## src/design/pls_pkg.sv

```systemverilog
`timescale 1ns / 1ps
package pls_pkg;

    // Configuration register map
    localparam int CFG_IDX_W  = 3;
    localparam int CFG_DATA_W = 48;
    localparam logic [CFG_IDX_W-1:0] CFG_GRAVITY_ACCEL  = 3'd0;
    localparam logic [CFG_IDX_W-1:0] CFG_GRAVITY_SCALE  = 3'd1;
    localparam logic [CFG_IDX_W-1:0] CFG_LIFE_LENGTH    = 3'd2;
    localparam logic [CFG_IDX_W-1:0] CFG_ATLAS_ROWS     = 3'd3;
    localparam logic [CFG_IDX_W-1:0] CFG_ATLAS_COLS     = 3'd4;
    localparam logic [CFG_IDX_W-1:0] CFG_START_POSITION = 3'd5;
    localparam logic [CFG_IDX_W-1:0] CFG_START_VELOCITY = 3'd6;

    // Register reset values
    localparam logic signed [15:0] RST_GRAVITY_ACCEL = -16'sd2509;
    localparam logic [15:0]        RST_GRAVITY_SCALE = 16'd256;
    localparam logic [15:0]        RST_LIFE_LENGTH   = 16'd256;
    localparam logic [4:0]         RST_ATLAS_SIDE    = 5'd1;

    // Square root unit sizes
    localparam int ROOT_W = 34;
    localparam int RAD_W  = 2 * ROOT_W;
    localparam int ACC_W  = 67;

    // Datapath operations
    localparam int OP_W = 5;
    localparam logic [OP_W-1:0] OP_NONE       = 5'd0;
    localparam logic [OP_W-1:0] OP_CAPTURE    = 5'd1;
    localparam logic [OP_W-1:0] OP_RESTART    = 5'd2;
    localparam logic [OP_W-1:0] OP_GRAV1      = 5'd3;
    localparam logic [OP_W-1:0] OP_GRAV2      = 5'd4;
    localparam logic [OP_W-1:0] OP_VEL_Y      = 5'd5;
    localparam logic [OP_W-1:0] OP_POS_MUL    = 5'd6;
    localparam logic [OP_W-1:0] OP_POS_ADD    = 5'd7;
    localparam logic [OP_W-1:0] OP_SQ_MUL     = 5'd8;
    localparam logic [OP_W-1:0] OP_SQ_ADD     = 5'd9;
    localparam logic [OP_W-1:0] OP_PROG_START = 5'd10;
    localparam logic [OP_W-1:0] OP_TILE_I     = 5'd11;
    localparam logic [OP_W-1:0] OP_ROWCOL_I   = 5'd12;
    localparam logic [OP_W-1:0] OP_ROWCOL_J   = 5'd13;
    localparam logic [OP_W-1:0] OP_U_NOW      = 5'd14;
    localparam logic [OP_W-1:0] OP_V_NOW      = 5'd15;
    localparam logic [OP_W-1:0] OP_U_NEXT     = 5'd16;
    localparam logic [OP_W-1:0] OP_FINISH     = 5'd17;

    typedef struct packed {
        logic               kind;
        logic [15:0]        frame_time;
        logic signed [31:0] camera_x;
        logic signed [31:0] camera_y;
        logic signed [31:0] camera_z;
    } t_in_item;

    typedef struct packed {
        logic               alive;
        logic signed [31:0] pos_x;
        logic signed [31:0] pos_y;
        logic signed [31:0] pos_z;
        logic [32:0]        camera_distance;
        logic [15:0]        tile_u_now;
        logic [15:0]        tile_v_now;
        logic [15:0]        tile_u_next;
        logic [15:0]        tile_v_next;
        logic [15:0]        blend;
    } t_out_item;

    typedef struct packed {
        logic [OP_W-1:0] op;
    } t_cmd;

    typedef struct packed {
        logic is_restart;
        logic axis_last;
        logic div_busy;
        logic sqrt_busy;
        logic out_free;
    } t_stat;

    localparam logic signed [50:0] S32_MAX = 51'sd2147483647;
    localparam logic signed [50:0] S32_MIN = -51'sd2147483648;

    // Clamp a wide signed value to the signed 32-bit range
    function automatic logic signed [31:0] sat32(input logic signed [50:0] v);
        logic signed [31:0] r;
        if (v > S32_MAX) begin
            r = 32'sh7FFFFFFF;
        end else if (v < S32_MIN) begin
            r = 32'sh80000000;
        end else begin
            r = v[31:0];
        end
        return r;
    endfunction

endpackage

```

## src/design/pls_ctrl.sv

```systemverilog
`timescale 1ns / 1ps
module pls_ctrl
    import pls_pkg::*;
(
    input  logic  i_clk,
    input  logic  i_rst_n,
    input  logic  i_in_valid,
    input  t_stat i_stat,
    output logic  o_in_ready,
    output t_cmd  o_cmd
);

    localparam int ST_W = 5;
    localparam logic [ST_W-1:0] S_IDLE = 5'd0;
    localparam logic [ST_W-1:0] S_DISP = 5'd1;
    localparam logic [ST_W-1:0] S_RST  = 5'd2;
    localparam logic [ST_W-1:0] S_G1   = 5'd3;
    localparam logic [ST_W-1:0] S_G2   = 5'd4;
    localparam logic [ST_W-1:0] S_VY   = 5'd5;
    localparam logic [ST_W-1:0] S_PM   = 5'd6;
    localparam logic [ST_W-1:0] S_PA   = 5'd7;
    localparam logic [ST_W-1:0] S_SM   = 5'd8;
    localparam logic [ST_W-1:0] S_SA   = 5'd9;
    localparam logic [ST_W-1:0] S_PS   = 5'd10;
    localparam logic [ST_W-1:0] S_TI   = 5'd11;
    localparam logic [ST_W-1:0] S_RCI  = 5'd12;
    localparam logic [ST_W-1:0] S_RCJ  = 5'd13;
    localparam logic [ST_W-1:0] S_UN   = 5'd14;
    localparam logic [ST_W-1:0] S_VN   = 5'd15;
    localparam logic [ST_W-1:0] S_UX   = 5'd16;
    localparam logic [ST_W-1:0] S_FIN  = 5'd17;

    logic [ST_W-1:0] r_state;
    logic [ST_W-1:0] n_state;

    assign o_in_ready = (r_state == S_IDLE);

    // Sequence the operations of one request
    always_comb begin
        n_state  = r_state;
        o_cmd.op = OP_NONE;
        unique case (r_state)
            S_IDLE: begin
                if (i_in_valid) begin
                    o_cmd.op = OP_CAPTURE;
                    n_state  = S_DISP;
                end
            end
            S_DISP: n_state = i_stat.is_restart ? S_RST : S_G1;
            S_RST: begin
                if (i_stat.out_free) begin
                    o_cmd.op = OP_RESTART;
                    n_state  = S_IDLE;
                end
            end
            S_G1: begin
                o_cmd.op = OP_GRAV1;
                n_state  = S_G2;
            end
            S_G2: begin
                o_cmd.op = OP_GRAV2;
                n_state  = S_VY;
            end
            S_VY: begin
                o_cmd.op = OP_VEL_Y;
                n_state  = S_PM;
            end
            S_PM: begin
                o_cmd.op = OP_POS_MUL;
                n_state  = S_PA;
            end
            S_PA: begin
                o_cmd.op = OP_POS_ADD;
                n_state  = i_stat.axis_last ? S_SM : S_PM;
            end
            S_SM: begin
                o_cmd.op = OP_SQ_MUL;
                n_state  = S_SA;
            end
            S_SA: begin
                o_cmd.op = OP_SQ_ADD;
                n_state  = i_stat.axis_last ? S_PS : S_SM;
            end
            S_PS: begin
                o_cmd.op = OP_PROG_START;
                n_state  = S_TI;
            end
            S_TI: begin
                if (!i_stat.div_busy && !i_stat.sqrt_busy) begin
                    o_cmd.op = OP_TILE_I;
                    n_state  = S_RCI;
                end
            end
            S_RCI: begin
                if (!i_stat.div_busy) begin
                    o_cmd.op = OP_ROWCOL_I;
                    n_state  = S_RCJ;
                end
            end
            S_RCJ: begin
                if (!i_stat.div_busy) begin
                    o_cmd.op = OP_ROWCOL_J;
                    n_state  = S_UN;
                end
            end
            S_UN: begin
                if (!i_stat.div_busy) begin
                    o_cmd.op = OP_U_NOW;
                    n_state  = S_VN;
                end
            end
            S_VN: begin
                if (!i_stat.div_busy) begin
                    o_cmd.op = OP_V_NOW;
                    n_state  = S_UX;
                end
            end
            S_UX: begin
                if (!i_stat.div_busy) begin
                    o_cmd.op = OP_U_NEXT;
                    n_state  = S_FIN;
                end
            end
            S_FIN: begin
                if (!i_stat.div_busy && i_stat.out_free) begin
                    o_cmd.op = OP_FINISH;
                    n_state  = S_IDLE;
                end
            end
            default: n_state = S_IDLE;
        endcase
    end

    always_ff @(posedge i_clk) begin
        if (!i_rst_n) begin
            r_state <= S_IDLE;
        end else begin
            r_state <= n_state;
        end
    end

endmodule

```

## config.mk

```make
export PLATFORM = sky130hd
export DESIGN_NAME = pls_ctrl
export DESIGN_NICKNAME = d
export VERILOG_FILES = /design/src/design/pls_pkg.sv /design/src/design/pls_ctrl.sv
export SDC_FILE = /design/constraint.sdc
export NUM_CORES = 1
export LEC_CHECK = 0
export BUFFER_PORTS_ARGS = -buffer_cell sky130_fd_sc_hd__buf_4
export CAP_MARGIN = 15
export CELL_PAD_IN_SITES_DETAIL_PLACEMENT = 1
export CELL_PAD_IN_SITES_GLOBAL_PLACEMENT = 1
export CORE_MARGIN = 10
export CORE_UTILIZATION = 36
export CTS_CLUSTER_SIZE = 12
export DETAILED_ROUTE_END_ITERATION = 16
export MAX_ROUTING_LAYER = met4
export PLACE_DENSITY = 0.81
export SLEW_MARGIN = 20
export SYNTH_ARGS = -nofsm -noshare
export SYNTH_HDL_FRONTEND = slang
export SYNTH_SLANG_ARGS = --single-unit
```

## constraint.sdc

```tcl
create_clock -name i_clk -period 1.7 [get_ports i_clk]
set_input_delay 0.085 -clock i_clk [delete_from_list [all_inputs] [get_ports i_clk]]
set_output_delay 0.085 -clock i_clk [all_outputs]
set_load 0.005 [all_outputs]
```

==> results of run 1 <==
-- area by class of cell --
| cell class | count | area [um2] |
|---|---|---|
| Timing Repair Buffer | 19 | 146 |
| Clock buffer | 4 | 26.3 |
| Inverter | 2 | 7.51 |
| Fill cell | 199 | 758 |
| Tap cell | 16 | 20.0 |
| Multi-Input combinational cell | 56 | 407 |
| Sequential cell | 5 | 106 |
-- stage by stage --
step / area, um2 / power (W) / setup WS (ns) / setup TNS (ns)
after floorplan: 551 / 0.000524 / 0.216 / 0
after global placement: 677 / 0.000689 / 0.223 / 0
after detailed placement: 677 / 0.000712 / 0.132 / 0
after CTS: 704 / 0.000856 / 0.00528 / 0
after global routing: 713 / 0.000930 / -0.0599 / -0.0599
final: 713 / 0.000854 / 0.0213 / 0
-- layer usage --
metal | global-route usage | part of all wire
met5 | - | 0
met4 | 0.0295 | 0
met3 | 0.0343 | 0.050
met2 | 0.189 | 0.54
met1 | 0.114 | 0.41
-- cells by family after synthesis --
| family | share of synthesized area |
|---|---|
| xor gates and xnor gates | 0.0159 |
| muxes | 0.0727 |
| and+or+nand+nor | 0.320 |
| buffers and inverters | 0.0795 |
| DFF | 0.182 |
| AOI/OAI and AO/OA | 0.330 |
-- power breakdown --
group / internal, W / switching (W) / leakage [nW]
Clock: 0.0000887 / 0.0000481 / 0.0150
Combinational: 0.000264 / 0.000238 / 0.228
Sequential: 0.000153 / 0.0000612 / 0.0425
-- how the worst max path moves through the flow --
stage | start | end | slack (ns) | cells after the start
finish | r_state[1]$_SDFFE_PN0P_ | o_cmd[0] | 0.02 | 4
CTS | r_state[2]$_SDFFE_PN0P_ | o_cmd[0] | 0.005 | 4
global route | r_state[1]$_SDFFE_PN0P_ | o_cmd[0] | -0.06 | 4
global placement | r_state[1]$_SDFFE_PN0P_ | r_state[3]$_SDFFE_PN0P_ | 0.22 | 4
floorplan | r_state[3]$_SDFFE_PN0P_ | r_state[0]$_SDFFE_PN0P_ | 0.22 | 5
detailed placement | r_state[1]$_SDFFE_PN0P_ | r_state[0]$_SDFFE_PN0P_ | 0.13 | 4
-- cell usage in the layout, fill, tap and decap left out, types with 3 or more instances in the layout --
| master | count |
|---|---|
| nor2_1 | 5 |
| nand2b_1 | 3 |
| o21ai_0 | 3 |
| mux2i_1 | 4 |
| buf_4 | 18 |
| nor2b_1 | 3 |
| clkbuf_4 | 3 |
| o22ai_1 | 4 |
| nand2_1 | 8 |
-- repair_timing --
action / CTS / global route
setup endpoints to repair: 1 / 1
gates resized for setup: 1 / 4
endpoints found under the hold margin: 0 / 0
-- worst register-to-register path, stage by stage (launching register included) --
cell,delay [ns]
dfxtp_1,0.39
or4_1,0.53
nand3b_4,0.19
o211ai_4,0.13
mux2i_1,0.25
==> reports/summary.txt, run 1 <==
largest net degree at the start of global routing: 16
wire per inst: 17.1 um
Async SR Flop Fraction: 0
TritonCTS Buffers: 3
Top Family by Delay on Critical Path: simple AND/OR/NAND/NOR gates
CTS Sinks: 5
max FFs per register: 5
Post-Syn Area: 551 um2
hold violation total from the final report: 0
I/O pin total: 14
GRT Overall Usage: 0.108
Fmax: 596 MHz
area share of the largest cell type after synthesis: 0.182
detailed placement HPWL: 1370 um
HP Start: i_rst_n
slowest cell delay on critical path: 0.51 ns
DRC Markers: 0
Die Y-Extent: 59.1 um
Clock Tree Buf Depth: 2
Mean Syn Cell Area: 7.86 um2
R2R Setup Slk: 0.13 ns
fin crit share: 0.987
Post-CTS Setup Bufs: 0
routed vias: 587
Yosys top cell by area: dfxtp_1
core area: 0.00147 mm2
Initial Util: 0.374
Via density: 5.75
CTS H-tree depth: 1
worst skew pair latency: 0.24 ns
Hold Path Depth: 3
share of cells above drive strength 1: 0.349
final setup vio count: 0
Worst Setup Start Kind: flip-flop
Pre-antenna DRT Iters: 3
status: finished, final reports clean
placed insts: 98
CTS tree: done
most frequent cell after synthesis: nand2_1
CP Data Arrival Time: 1.59 ns
Root Driver: clkbuf_4
RSZ-0062 raised after global routing: yes
Worst-Margin Slew: 0.421 ns
Hold Buf Count CTS: 0
crit path kind: flip-flop to output port
commonest cells in the netlist: nand2_1, dfxtp_1, nor2_1
Critical Path, Cell by Cell: or4b_4 > o32a_1 > o22ai_1 > buf_4
Biggest register: r_state
sequential share of the synthesized area: 0.182
Yosys warning count: 0
fin crit period: 1.68 ns
ANT cells: 0
initial antenna violation count: 0
# rows: 14
CP bufs+invs: 1
FF-to-FF End: r_state[1]$_SDFFE_PN0P_
worst rel slew slack: 0.716
port buffer count: 13
Detailed Route WL: 1750 um
max cap viols: 0
Slew Limit Fails: 0
first-pass GRT wire length: 2940 um
Peak supply drop: 640 uV
#FFs+latches synth: 5
die width: 59.1 um
Syn Inst Count: 70
GPL Wtd Cong: 0.819
clock skew: 0.00950 ns
Layout Cells excl Fill: 102
Worst Hold Path EP: r_state[3]$_SDFFE_PN0P_
Core Util, Final: 0.485
initial DRC count: 2
DIE AREA: 0.00349 mm2
Clk pin slew, worst setup/hold paths: 0.05 ns
WP data required: 1.62 ns
Mapped Nets: 78
endpoint class of the critical path: output port
global route total overflow: 0
Power Dens Cells: 1200 mW/mm2
Hold WS: 0.146 ns
nets@finish: 95
ys flop type: dfxtp_1
Largest regs: r_state (5)
post-synthesis cell type count: 35
Slowest-stage cell, CP: or4b_4
Crit Path Max Fanout: 10
vias in the first global route: 626
Worst R2R Start: r_state[0]$_SDFFE_PN0P_
Hold Crit Class: input pin to flip-flop
Worst Reg-to-Reg Cells: 4
synth top area cells: dfxtp_1, mux2i_1, nand2_1
Post-synth EDFFs: 0
P&R area growth vs syn: 29.5%
LEAKAGE: 0.285 nW
Final ANT Viol Nets: 0
(Power assumes the default switching activity.)
==> run 2: changes to the inputs <==
Settings changed: CORE_UTILIZATION 36 to 38, CTS_BUF_LIST set to sky130_fd_sc_hd__clkbuf_8, PLACE_DENSITY 0.81 to 0.84.
==> run 2 against run 1 <==
  * Clock skew fell by 0.0054 ns
  * Combinational power increased by 2%
  * Via count shrank 1.0%
  * Critical path type unchanged
  * Critical endpoint unchanged
  * Highest routed layer is now met4
==> reports/summary.txt, run 2 (same netlist as run 1, synthesis figures left out) <==
Hold Crit Class: input pin to flip-flop
Worst Setup Start Kind: flip-flop
Fmax: 608 MHz
global route total overflow: 0
share of cells above drive strength 1: 0.372
Peak supply drop: 976 uV
pre-CTS setup slack: 0.139 ns
CTS tree: done
final setup vio count: 0
WP data required: 1.62 ns
crit path kind: flip-flop to output port
CP Data Arrival Time: 1.56 ns
Power Dens Cells: 1290 mW/mm2
core area: 0.00133 mm2
Slew Limit Fails: 0
slack of the critical path: 0.0542 ns
Initial Util: 0.413
DRC Markers: 0
vias in the first global route: 598
post-CTS sizing: 0
detailed placement HPWL: 1290 um
Die Y-Extent: 58.1 um
GPL Wtd Cong: 0.799
I/O pin total: 14
CTS Sinks: 5
Worst-Margin Slew: 0.390 ns
wire per inst: 17.4 um
clock skew: 0.00410 ns
first-pass GRT wire length: 2790 um
initial DRC count: 1
Hold WS: 0.164 ns
Via density: 5.75
Root Driver: clkbuf_8
DIE AREA: 0.00337 mm2
Core Util, Final: 0.547
worst rel slew slack: 0.736
largest net degree at the start of global routing: 14
most frequent cells in the layout: buf_4, nand2_1, nor2_1
RSZ-0062 raised after global routing: yes
P&R area growth vs syn: 32.5%
Detailed Route WL: 1760 um
nets@finish: 95
port buffer count: 13
commonest non-fill, non-tap cell in the layout: buf_4
Largest regs: r_state (5)
Clock Tree Buf Depth: 2
fin crit share: 0.968
Biggest register: r_state
die width: 58.1 um
hold violation total from the final report: 0
worst skew pair latency: 0.22 ns
fin crit period: 1.65 ns
TritonCTS Buffers: 3
CTS H-tree depth: 1
Hold Buf Count CTS: 0
# rows: 13
Crit Path Max Fanout: 4
max cap viols: 0
Final Total Pwr: 0.000941 W
max FFs per register: 5
sum of negative setup slack: 0 ns
Final ANT Viol Nets: 0
initial antenna violation count: 0
status: finished, final reports clean
routed vias: 581
Clk pin slew, worst setup/hold paths: 0.04 ns
Post-CTS Setup Bufs: 0
ANT cells: 0
Pre-antenna DRT Iters: 4
LEAKAGE: 0.295 nW
GRT Overall Usage: 0.102
endpoint class of the critical path: output port
run 2: where the power goes:
| part | total [W] | internal (W) | switching [W] |
|---|---|---|---|
| Combinational | 0.000512 | 0.000262 | 0.000250 |
| Sequential | 0.000214 | 0.000151 | 0.0000637 |
| Clock | 0.000214 | 0.000155 | 0.0000594 |
| Total | 0.000941 | 0.000568 | 0.000373 |
run 2: layout make-up:
cell class              count  area, um2
clock inverters             1       3.75
fillers                   178        604
flip-flops and latches      5        105
multi-input cells          56        410
repair buffers             19        143
inverters                   2       7.51
clock buffers               3       41.3
well taps                  15       18.8
run 2: path summary, 6_finish.rpt:
check / startpoint / slack, ns / cells past startpoint / end
worst max-delay path: r_state[3]$_SDFFE_PN0P_ / 0.05 / 4 / o_cmd[0]
worst min-delay path: i_rst_n / 0.16 / 2 / r_state[4]$_SDFFE_PN0P_
worst max register to register: r_state[3]$_SDFFE_PN0P_ / 0.12 / 4 / r_state[0]$_SDFFE_PN0P_
worst min register to register: r_state[1]$_SDFFE_PN0P_ / 0.56 / 2 / r_state[1]$_SDFFE_PN0P_
run 2: worst max-delay path: stages (launching register included):
cell and delay, ns:
dfxtp_2 0.33, or4b_4 0.56, o32a_1 0.18, o22ai_1 0.15, buf_4 0.13
run 2: through the flow:
stage | instance area (um2) | cells
floorplan | 551 | 70
global placement | 676 | 97
detailed placement | 676 | 97
CTS | 721 | 101
global route | 729 | 101
finish | 729 | 101
run 2: metal layers:
layer | global-route usage | wire, um
met3 | 0.0436 | 89
met4 | 0 | 21
met5 | - | 0
met1 | 0.115 | 766
met2 | 0.173 | 878
